[src/iol_pkg.sv]
// ----------------------------------------------------------------------------
// iol_pkg
// Shared types, codes and field widths of the indexed ordered list.
// ----------------------------------------------------------------------------
`default_nettype none

package iol_pkg;

  // Field widths of the request and response beats
  localparam int unsigned OP_W          = 2;
  localparam int unsigned POS_W         = 5;
  localparam int unsigned VALUE_W       = 32;
  localparam int unsigned STATUS_W      = 2;
  localparam int unsigned READ_W        = 32;
  localparam int unsigned COUNT_FIELD_W = 5;

  // Defaults of the top-level parameters
  localparam int unsigned CAPACITY_DEF   = 16;
  localparam int unsigned DATA_WIDTH_DEF = 32;

  typedef enum logic [OP_W-1:0] {
    OP_INSERT = 2'd0,
    OP_REMOVE = 2'd1,
    OP_READ   = 2'd2,
    OP_CLEAR  = 2'd3
  } op_e;

  typedef enum logic [STATUS_W-1:0] {
    STATUS_OK     = 2'd0,
    STATUS_BOUNDS = 2'd1,
    STATUS_FULL   = 2'd2
  } status_e;

  typedef enum logic [2:0] {
    ST_IDLE,
    ST_SHIFT_RD,
    ST_SHIFT_WR,
    ST_READ,
    ST_READ_DATA,
    ST_FINISH
  } state_e;

  // Controller to datapath
  typedef struct packed {
    logic load_req;   // latch request, checks and cursor
    logic shift_rd;   // read the neighbor of the cursor
    logic shift_wr;   // write the word just read at the cursor, step cursor
    logic put_value;  // write the new word at the insert position
    logic read_pos;   // read the entry at the request position
    logic capture;    // latch the read word into the result
    logic finish;     // commit count and load the response register
  } dp_cmd_t;

  // Datapath to controller
  typedef struct packed {
    logic req_reject; // incoming request fails its position or full check
    op_e  req_op;     // op of the incoming request
    op_e  cur_op;     // op of the request in progress
    logic more;       // entries still to move
    logic out_free;   // response register can take a beat this cycle
  } dp_status_t;

endpackage

`default_nettype wire

[src/iol_if.sv]
// ----------------------------------------------------------------------------
// iol_req_if / iol_rsp_if
// Valid/ready channels that carry list requests and their responses.
// ----------------------------------------------------------------------------
`default_nettype none

interface iol_req_if import iol_pkg::*; ();
  logic               valid;
  logic               ready;
  logic [OP_W-1:0]    op;
  logic [POS_W-1:0]   position;
  logic [VALUE_W-1:0] value;

  modport source (output valid, output op, output position, output value, input ready);
  modport sink   (input valid, input op, input position, input value, output ready);
endinterface

interface iol_rsp_if import iol_pkg::*; ();
  logic                     valid;
  logic                     ready;
  logic [STATUS_W-1:0]      status;
  logic [READ_W-1:0]        read_value;
  logic [COUNT_FIELD_W-1:0] count;

  modport source (output valid, output status, output read_value, output count, input ready);
  modport sink   (input valid, input status, input read_value, input count, output ready);
endinterface

`default_nettype wire

[src/iol_ram.sv]
// ----------------------------------------------------------------------------
// iol_ram
// Generic single-port-write, single-port-read RAM with registered read data.
// ----------------------------------------------------------------------------
`default_nettype none

module iol_ram #(
  parameter int unsigned WIDTH = 32,
  parameter int unsigned DEPTH = 16
) (
  input  wire logic                     clk_i,
  input  wire logic                     we_i,
  input  wire logic [$clog2(DEPTH)-1:0] waddr_i,
  input  wire logic [WIDTH-1:0]         wdata_i,
  input  wire logic                     re_i,
  input  wire logic [$clog2(DEPTH)-1:0] raddr_i,
  output logic      [WIDTH-1:0]         rdata_o
);

  logic [WIDTH-1:0] mem_q [DEPTH];
  logic [WIDTH-1:0] rdata_q;

  always_ff @(posedge clk_i) begin
    if (we_i) begin
      mem_q[waddr_i] <= wdata_i;
    end
    if (re_i) begin
      rdata_q <= mem_q[raddr_i];
    end
  end

  assign rdata_o = rdata_q;

endmodule

`default_nettype wire

[src/iol_ctrl.sv]
// ----------------------------------------------------------------------------
// iol_ctrl
// Sequencer of the list: accepts a request, walks the shift loop, reads,
// and hands the result to the response register.
// ----------------------------------------------------------------------------
`default_nettype none

module iol_ctrl import iol_pkg::*; (
  input  wire logic       clk_i,
  input  wire logic       rst_ni,
  input  wire logic       in_valid_i,
  output logic            in_ready_o,
  input  wire dp_status_t status_i,
  output dp_cmd_t         cmd_o
);

  state_e state_q, state_d;
  logic   accept;

  assign accept = in_valid_i && (state_q == ST_IDLE);

  always_ff @(posedge clk_i or negedge rst_ni) begin
    if (!rst_ni) begin
      state_q <= ST_IDLE;
    end else begin
      state_q <= state_d;
    end
  end

  // Next state
  always_comb begin
    state_d = state_q;
    unique case (state_q)
      ST_IDLE: begin
        if (accept) begin
          if (status_i.req_reject || status_i.req_op == OP_CLEAR) begin
            state_d = ST_FINISH;
          end else if (status_i.req_op == OP_READ) begin
            state_d = ST_READ;
          end else begin
            state_d = ST_SHIFT_RD;
          end
        end
      end
      ST_SHIFT_RD: begin
        state_d = status_i.more ? ST_SHIFT_WR : ST_FINISH;
      end
      ST_SHIFT_WR:  state_d = ST_SHIFT_RD;
      ST_READ:      state_d = ST_READ_DATA;
      ST_READ_DATA: state_d = ST_FINISH;
      ST_FINISH: begin
        if (status_i.out_free) begin
          state_d = ST_IDLE;
        end
      end
      default:      state_d = ST_IDLE;
    endcase
  end

  // Outputs
  always_comb begin
    cmd_o      = '0;
    in_ready_o = 1'b0;
    unique case (state_q)
      ST_IDLE: begin
        in_ready_o     = 1'b1;
        cmd_o.load_req = accept;
      end
      ST_SHIFT_RD: begin
        cmd_o.shift_rd  = status_i.more;
        cmd_o.put_value = !status_i.more && (status_i.cur_op == OP_INSERT);
      end
      ST_SHIFT_WR:  cmd_o.shift_wr = 1'b1;
      ST_READ:      cmd_o.read_pos = 1'b1;
      ST_READ_DATA: cmd_o.capture  = 1'b1;
      ST_FINISH:    cmd_o.finish   = status_i.out_free;
      default: begin
        cmd_o      = '0;
        in_ready_o = 1'b0;
      end
    endcase
  end

endmodule

`default_nettype wire

[src/iol_dp.sv]
// ----------------------------------------------------------------------------
// iol_dp
// Datapath of the list: entry RAM, count, cursor, request checks and the
// response register.
// ----------------------------------------------------------------------------
`default_nettype none

module iol_dp import iol_pkg::*; #(
  parameter int unsigned CAPACITY   = CAPACITY_DEF,
  parameter int unsigned DATA_WIDTH = DATA_WIDTH_DEF
) (
  input  wire logic                     clk_i,
  input  wire logic                     rst_ni,
  input  wire logic [OP_W-1:0]          op_i,
  input  wire logic [POS_W-1:0]         position_i,
  input  wire logic [VALUE_W-1:0]       value_i,
  input  wire dp_cmd_t                  cmd_i,
  output dp_status_t                    status_o,
  output logic                          out_valid_o,
  input  wire logic                     out_ready_i,
  output logic      [STATUS_W-1:0]      out_status_o,
  output logic      [READ_W-1:0]        out_read_value_o,
  output logic      [COUNT_FIELD_W-1:0] out_count_o
);

  localparam int unsigned AW      = $clog2(CAPACITY);
  localparam int unsigned COUNT_W = $clog2(CAPACITY + 1);
  localparam int unsigned CMP_W   = (COUNT_W > POS_W) ? COUNT_W : POS_W;

  logic [COUNT_W-1:0]    count_q, count_d;
  logic [AW-1:0]         cursor_q, cursor_d;
  op_e                   op_q;
  logic [AW-1:0]         pos_q;
  logic [DATA_WIDTH-1:0] value_q;
  status_e               status_q, req_status;
  logic [DATA_WIDTH-1:0] rd_q;
  logic                  out_valid_q, out_valid_d;
  status_e               out_status_q;
  logic [READ_W-1:0]     out_read_q;
  logic [COUNT_FIELD_W-1:0] out_count_q;

  op_e                   req_op;
  logic [CMP_W-1:0]      pos_ext, cnt_ext;
  logic                  more;

  logic                  ram_we, ram_re;
  logic [AW-1:0]         ram_waddr, ram_raddr;
  logic [DATA_WIDTH-1:0] ram_wdata, ram_rdata;

  // Request checks against the current count
  assign req_op  = op_e'(op_i);
  assign pos_ext = CMP_W'(position_i);
  assign cnt_ext = CMP_W'(count_q);

  always_comb begin
    req_status = STATUS_OK;
    case (req_op)
      OP_INSERT: begin
        if (pos_ext > cnt_ext) begin
          req_status = STATUS_BOUNDS;
        end else if (count_q == COUNT_W'(CAPACITY)) begin
          req_status = STATUS_FULL;
        end
      end
      OP_REMOVE, OP_READ: begin
        if (pos_ext >= cnt_ext) begin
          req_status = STATUS_BOUNDS;
        end
      end
      default: req_status = STATUS_OK;
    endcase
  end

  // Insert walks the cursor down from the end, remove walks it up
  always_comb begin
    if (op_q == OP_INSERT) begin
      more = cursor_q > pos_q;
    end else begin
      more = (COUNT_W'(cursor_q) + COUNT_W'(1)) < count_q;
    end
  end

  assign status_o.req_reject = (req_status != STATUS_OK);
  assign status_o.req_op     = req_op;
  assign status_o.cur_op     = op_q;
  assign status_o.more       = more;
  assign status_o.out_free   = !out_valid_q || out_ready_i;

  // Cursor
  always_comb begin
    cursor_d = cursor_q;
    if (cmd_i.load_req) begin
      cursor_d = (req_op == OP_INSERT) ? AW'(count_q) : AW'(position_i);
    end else if (cmd_i.shift_wr) begin
      cursor_d = (op_q == OP_INSERT) ? cursor_q - AW'(1) : cursor_q + AW'(1);
    end
  end

  // RAM port selection
  always_comb begin
    ram_re    = cmd_i.shift_rd || cmd_i.read_pos;
    ram_raddr = pos_q;
    if (cmd_i.shift_rd) begin
      ram_raddr = (op_q == OP_INSERT) ? cursor_q - AW'(1) : cursor_q + AW'(1);
    end
    ram_we    = cmd_i.shift_wr || cmd_i.put_value;
    ram_waddr = cmd_i.shift_wr ? cursor_q : pos_q;
    ram_wdata = cmd_i.shift_wr ? ram_rdata : value_q;
  end

  iol_ram #(
    .WIDTH (DATA_WIDTH),
    .DEPTH (CAPACITY)
  ) u_ram (
    .clk_i   (clk_i),
    .we_i    (ram_we),
    .waddr_i (ram_waddr),
    .wdata_i (ram_wdata),
    .re_i    (ram_re),
    .raddr_i (ram_raddr),
    .rdata_o (ram_rdata)
  );

  // Count after the operation in progress
  always_comb begin
    count_d = count_q;
    if (status_q == STATUS_OK) begin
      case (op_q)
        OP_INSERT: count_d = count_q + COUNT_W'(1);
        OP_REMOVE: count_d = count_q - COUNT_W'(1);
        OP_CLEAR:  count_d = '0;
        default:   count_d = count_q;
      endcase
    end
  end

  always_comb begin
    out_valid_d = out_valid_q && !out_ready_i;
    if (cmd_i.finish) begin
      out_valid_d = 1'b1;
    end
  end

  // Control state
  always_ff @(posedge clk_i or negedge rst_ni) begin
    if (!rst_ni) begin
      count_q     <= '0;
      out_valid_q <= 1'b0;
    end else begin
      out_valid_q <= out_valid_d;
      if (cmd_i.finish) begin
        count_q <= count_d;
      end
    end
  end

  // Payload
  always_ff @(posedge clk_i) begin
    cursor_q <= cursor_d;
    if (cmd_i.load_req) begin
      op_q     <= req_op;
      pos_q    <= AW'(position_i);
      value_q  <= DATA_WIDTH'(value_i);
      status_q <= req_status;
      rd_q     <= '0;
    end
    if (cmd_i.capture) begin
      rd_q <= ram_rdata;
    end
    if (cmd_i.finish) begin
      out_status_q <= status_q;
      out_read_q   <= READ_W'(rd_q);
      out_count_q  <= COUNT_FIELD_W'(count_d);
    end
  end

  assign out_valid_o      = out_valid_q;
  assign out_status_o     = out_status_q;
  assign out_read_value_o = out_read_q;
  assign out_count_o      = out_count_q;

endmodule

`default_nettype wire

[src/indexed_ordered_list_core.sv]
// ----------------------------------------------------------------------------
// indexed_ordered_list_core
// Ordered list of up to CAPACITY words addressed by position.
//
// Requests arrive on req_i (op, position, value), one response per request
// leaves on rsp_o (status, read_value, count). A beat moves when valid and
// ready are both high.
// One request is in work at a time; req_i.ready is high only while idle,
// so no new request is taken before the last one has committed. A clear
// or a rejected request goes straight to the final state; a read reads the
// entry RAM, captures the word, then finishes; insert and remove walk the
// shift loop, where each moved entry takes one RAM read and one RAM write
// through the single entry RAM, and then finish.
// The response sits in an output register, so the next request is taken
// while a response waits. If rsp_o stalls, the next operation stops in
// its final state until the register frees; then it commits.
// Reset empties the list and drops any pending response at once; the
// entry RAM keeps its contents, which are never read before written.
// ----------------------------------------------------------------------------
`default_nettype none

module indexed_ordered_list_core import iol_pkg::*; #(
  parameter int unsigned CAPACITY   = CAPACITY_DEF,
  parameter int unsigned DATA_WIDTH = DATA_WIDTH_DEF
) (
  input  wire logic  clk_i,
  input  wire logic  rst_ni,
  iol_req_if.sink    req_i,
  iol_rsp_if.source  rsp_o
);

  dp_cmd_t    cmd;
  dp_status_t status;
  logic       in_ready;

  // Sequencer: accepts a request, runs the shift or read, then commits
  iol_ctrl u_ctrl (
    .clk_i      (clk_i),
    .rst_ni     (rst_ni),
    .in_valid_i (req_i.valid),
    .in_ready_o (in_ready),
    .status_i   (status),
    .cmd_o      (cmd)
  );

  // Datapath: entry RAM, count, cursor and the response register
  iol_dp #(
    .CAPACITY   (CAPACITY),
    .DATA_WIDTH (DATA_WIDTH)
  ) u_dp (
    .clk_i            (clk_i),
    .rst_ni           (rst_ni),
    .op_i             (req_i.op),
    .position_i       (req_i.position),
    .value_i          (req_i.value),
    .cmd_i            (cmd),
    .status_o         (status),
    .out_valid_o      (rsp_o.valid),
    .out_ready_i      (rsp_o.ready),
    .out_status_o     (rsp_o.status),
    .out_read_value_o (rsp_o.read_value),
    .out_count_o      (rsp_o.count)
  );

  assign req_i.ready = in_ready;

endmodule

`default_nettype wire
[src/flat_wrapper.sv]
// flat-port wrapper written by rule: the top's interface ports become plain ports
module indexed_ordered_list_core_flat import iol_pkg::*;
#(
  parameter int unsigned CAPACITY   = CAPACITY_DEF,
  parameter int unsigned DATA_WIDTH = DATA_WIDTH_DEF
)
  (clk_i, rst_ni, req_i_valid, req_i_op, req_i_position, req_i_value, req_i_ready, rsp_o_valid, rsp_o_status, rsp_o_read_value, rsp_o_count, rsp_o_ready);
  iol_req_if req_i_i ();
  iol_rsp_if rsp_o_i ();
  input  wire logic clk_i;
  input  wire logic rst_ni;
  input wire logic [$bits(req_i_i.valid)-1:0] req_i_valid;
  input wire logic [$bits(req_i_i.op)-1:0] req_i_op;
  input wire logic [$bits(req_i_i.position)-1:0] req_i_position;
  input wire logic [$bits(req_i_i.value)-1:0] req_i_value;
  output wire logic [$bits(req_i_i.ready)-1:0] req_i_ready;
  output wire logic [$bits(rsp_o_i.valid)-1:0] rsp_o_valid;
  output wire logic [$bits(rsp_o_i.status)-1:0] rsp_o_status;
  output wire logic [$bits(rsp_o_i.read_value)-1:0] rsp_o_read_value;
  output wire logic [$bits(rsp_o_i.count)-1:0] rsp_o_count;
  input wire logic [$bits(rsp_o_i.ready)-1:0] rsp_o_ready;
  assign req_i_i.valid = req_i_valid;
  assign req_i_i.op = req_i_op;
  assign req_i_i.position = req_i_position;
  assign req_i_i.value = req_i_value;
  assign req_i_ready = req_i_i.ready;
  assign rsp_o_valid = rsp_o_i.valid;
  assign rsp_o_status = rsp_o_i.status;
  assign rsp_o_read_value = rsp_o_i.read_value;
  assign rsp_o_count = rsp_o_i.count;
  assign rsp_o_i.ready = rsp_o_ready;
  indexed_ordered_list_core #(.CAPACITY(CAPACITY), .DATA_WIDTH(DATA_WIDTH)) u_core (.clk_i(clk_i), .rst_ni(rst_ni), .req_i(req_i_i), .rsp_o(rsp_o_i));
endmodule
[config.mk]
export PLATFORM = sky130hd
export DESIGN_NAME = indexed_ordered_list_core_flat
export DESIGN_NICKNAME = d
export VERILOG_FILES = /design/src/iol_pkg.sv /design/src/iol_if.sv /design/src/iol_ram.sv /design/src/iol_ctrl.sv /design/src/iol_dp.sv /design/src/indexed_ordered_list_core.sv /design/src/flat_wrapper.sv
export SDC_FILE = /design/constraint.sdc
export NUM_CORES = 1
export LEC_CHECK = 0
export ABC_AREA = 1
export BUFFER_PORTS_ARGS = -buffer_cell sky130_fd_sc_hd__buf_4
export CAP_MARGIN = 10
export CORE_MARGIN = 2
export CORE_UTILIZATION = 53
export DETAILED_ROUTE_END_ITERATION = 10
export PLACE_DENSITY = 0.72
export SETUP_SLACK_MARGIN = 0.05
export SLEW_MARGIN = 15
export SYNTH_ARGS = -nofsm -noshare
export SYNTH_HDL_FRONTEND = slang
export SYNTH_SLANG_ARGS = --single-unit
[constraint.sdc]
create_clock -name clk_i -period 4.12 [get_ports clk_i]
set_input_delay 0.824 -clock clk_i [delete_from_list [all_inputs] [get_ports clk_i]]
set_output_delay 0.824 -clock clk_i [all_outputs]
set_load 0.005 [all_outputs]
==> flow_metrics.env <==
export IMPL_run_status="finished, final reports clean"
export IMPL_clkLatencyLatePin_ps=610
export IMPL_wl_per_cell_microns=20.01
export IMPL_unrepaired_setup_endpoints_after_global_routing="false"
export IMPL_synth_largest_area_cell="edfxtp_1"
export IMPL_post_cts_resized_instances=0
export IMPL_final_cell_area_sq_um=32860
export IMPL_power_leakage_nw=14.08
export IMPL_dominantRegCellSynth="edfxtp_1"
export IMPL_antenna_left=0
export IMPL_maximum_clock_frequency_mhz=269.5
export IMPL_post_place_ws_ps=455.0
export IMPL_placed_area_sq_um=30760
export IMPL_postSynthAreaPerCell_sq_um=10.80
export IMPL_timing_hold_ws_ps=38.84
export IMPL_areaGrowthSynthToFinish_pct=14.00
export IMPL_drt_vias_per_instance=5.496
export IMPL_clock_tree_root_cell="clkbuf_16"
export IMPL_number_of_antenna_violations_at_the_first_check_in_global_routing=0
export IMPL_met1_usage=0.3301
export IMPL_numPortBuffers=83
export IMPL_share_of_the_clock_period_used_by_the_worst_path_after_layout=0.9006
export IMPL_vdd_drop_max_v=0.0005269
export IMPL_grt_first_pass_wirelength_mm=106.7
export IMPL_final_critical_path_setup_slack_ps=409.4
export IMPL_design_final_nets=2855
export IMPL_synth_ff_latch_count=668
export IMPL_critPathMaxFanout=22
export IMPL_clk_transition_reported_paths_ps=70
export IMPL_worst_setup_path_end_kind="flip-flop"
export IMPL_report_power_total_mw=22.71
export IMPL_h_tree_depth=3
export IMPL_ys_types=34
export IMPL_detailedRoute_firstPassIterationCount=5
export IMPL_finished_layout_cells=3528
export IMPL_max_clock_path_buffers=3
export IMPL_setup_reg_to_reg_worst_slack_ps=410
export IMPL_r2r_worst_path_cells=15
export IMPL_netlist_area_sq_um=28830
export IMPL_grt_total_usage=0.2516
export IMPL_finalClockSkew_ps=17.21
export IMPL_worst_slew_pin_slew_ps=1140
export IMPL_drt_first_iter_violations=2342
export IMPL_critPathRequiredTime_ps=4470
export IMPL_tritoncts_num_buffers=67
export IMPL_post_synth_main_area_contributors="edfxtp_1 69%, nand3_1 9.0%, inv_1 7.7%, nand2_1 7.4%, buf_2 1.2%"
export IMPL_place_hpwl_mm=39.88
export IMPL_slew_headroom=0.2373
export IMPL_dp_cells=3415
export IMPL_std_cell_rows=85
export IMPL_setup_buffers_after_cts=0
export IMPL_final_hold_violation_count=0
export IMPL_globalRouteOverflowTotal=0
export IMPL_fin_util=0.6106
export IMPL_count_of_flip_flops_with_a_built_in_enable_after_synthesis=659
export IMPL_die_area_sq_um=56270
export IMPL_min_path_type="in -> async"
export IMPL_yosysWarningCount=0
export IMPL_drv_max_cap_violation_count=0
export IMPL_clock_sinks=668
export IMPL_critPathArrivalTime_ps=4070
export IMPL_netlist_area_leader_share=0.6865
export IMPL_worstReg2RegStart="u_core.u_dp.cursor_q[0]"
export IMPL_number_of_fill_cells=4065
export IMPL_synth_seq_area_share=0.6943
export IMPL_power_density_nw_per_um2=691.0
export IMPL_start_util=0.5356
export IMPL_die_height_microns=237.2
export IMPL_post_route_drc_count=0
export IMPL_report_final_slew_viol_count=0
export IMPL_cts_hold_repair_buffers=0
export IMPL_setup_total_negative_slack_ps=0
export IMPL_gpl_final_weighted_congestion=0.8471
export IMPL_wirelength_mm=70.60
export IMPL_die_width_microns=237.2
export IMPL_core_region_area_sq_um=53810
export IMPL_top_usage_layer="met2"
export IMPL_layout_min_cycle_time_ps=3711
export IMPL_grt_max_degree=101
export IMPL_route_vias_total=19390
export IMPL_worstSetupPathType="reg -> reg"
export IMPL_synthArstFlopShare=0.01347
export IMPL_n_antenna_cell=0
export IMPL_critical_path_startpoint="u_core.u_dp.cursor_q[0]"
export IMPL_setup_worst_path_start_class="flip-flop"
export IMPL_tritoncts="built"
export IMPL_ioPinCount=84
export IMPL_fraction_of_layout_instances_using_a_drive_strength_above_1=0.1059
export IMPL_vias_in_the_first_global_route=18760
export IMPL_syn_nets=2735
export IMPL_use_met3=0.04367
export IMPL_timing_final_setup_violations=0
export IMPL_synthCells=2668
export IMPL_grt_met2_usage=0.4191
## routing by layer
metal	share of wire	up-vias	wire, microns
met1	0.38	9241	26950
li1	-	8919	-
met3	0.10	163	7199
met2	0.48	1067	34130
met4	0.033	0	2322
met5	0	-	0
## state kept, by name (all words and copies together) (netlist names)
name	count
u_core.u_dp.out_status_o	2
u_core.u_dp.out_valid_o	1
u_core.u_dp.pos_q	4
u_core.u_dp.op_q	2
u_core.u_dp.u_ram.mem_q	512
u_core.u_dp.rd_q	32
u_core.u_dp.status_q	2
u_core.u_dp.cnt_ext	5
u_core.u_dp.value_q	32
u_core.u_dp.out_count_o	5
u_core.u_dp.u_ram.rdata_o	32
u_core.u_dp.out_read_value_o	32
u_core.u_ctrl.state_q	3
u_core.u_dp.cursor_q	4
## cell usage in the layout (no fill, tap or decap), types with 2 or more instances in the layout
cell type	instances
buf_4	154
nor3_1	4
ha_1	22
fa_1	2
nor2_4	15
inv_2	2
clkinv_1	12
nand3_1	520
nor2_1	48
xor2_1	5
o22ai_1	2
dfrtp_1	9
a21boi_0	2
o211ai_1	6
buf_12	17
clkinv_4	2
edfxtp_1	659
inv_6	2
nand4_1	2
clkinv_2	12
o21ai_4	4
clkbuf_1	8
a21oi_1	9
nor3_2	2
o21ai_0	53
xnor2_1	3
nand2_2	3
bufinv_16	6
clkbuf_16	69
inv_1	595
nand2_1	567
clkbuf_8	2
or2_2	3
## cell type report
type                            instances  area (sq um)  share of cell area
Sequential cell                       668         20010              0.6091
Multi-Input combinational cell       1283          6133              0.1867
Inverter                              597          2241             0.06819
Clock buffer                           79          1784             0.05430
Timing Repair Buffer                  171          1496             0.04554
Tap cell                              696         870.8             0.02650
Clock inverter                         34         320.3            0.009748
## final timing paths
check,end
max in group asynchronous,u_core.u_dp.cnt_ext[1]
worst min register to register,u_core.u_dp.out_read_value_o[29]
worst min-delay path,u_core.u_dp.out_valid_o
min in group clk_i,u_core.u_dp.value_q[24]
worst max-delay path,u_core.u_dp.u_ram.rdata_o[5]
worst max register to register,u_core.u_dp.u_ram.rdata_o[5]
## where the power goes
part	internal (mW)	leakage, nW	switching (mW)
logic	2.24	6.93	5.43
registers	8.87	6.10	0.233
clock network	3.46	1.04	2.48
total	14.6	14.1	8.14
## cells by family after synthesis
family,share of synthesized area
flops,0.6943
xor+xnor,0.002431
compound gates,0.01484
buf+inv,0.09979
simple gates,0.1777
fa+ha+maj,0.01094
## critical path, stage by stage (launching register included)
cell	delay, ps
edfxtp_1	520
ha_1	290
xor2_1	160
ha_1	320
nand2_1	60
nor2_1	80
nand2_1	60
nand3_1	70
nand2_2	100
nand3_4	190
inv_1	140
o21ai_4	660
buf_4	460
nand3_1	160
nand3_1	110
nand2_1	60
## Yosys cell counts (all sizes together), types with 4 or more instances
cell      n
xor2      5
or2       4
buf     101
nor3      7
edfxtp  659
dfrtp     9
a21oi    10
o211ai    6
nor2     64
ha       22
nand3   521
inv     597
o21ai    57
nand2   572
clkbuf   19
No activity file was read; power rests on OpenSTA's default activity.
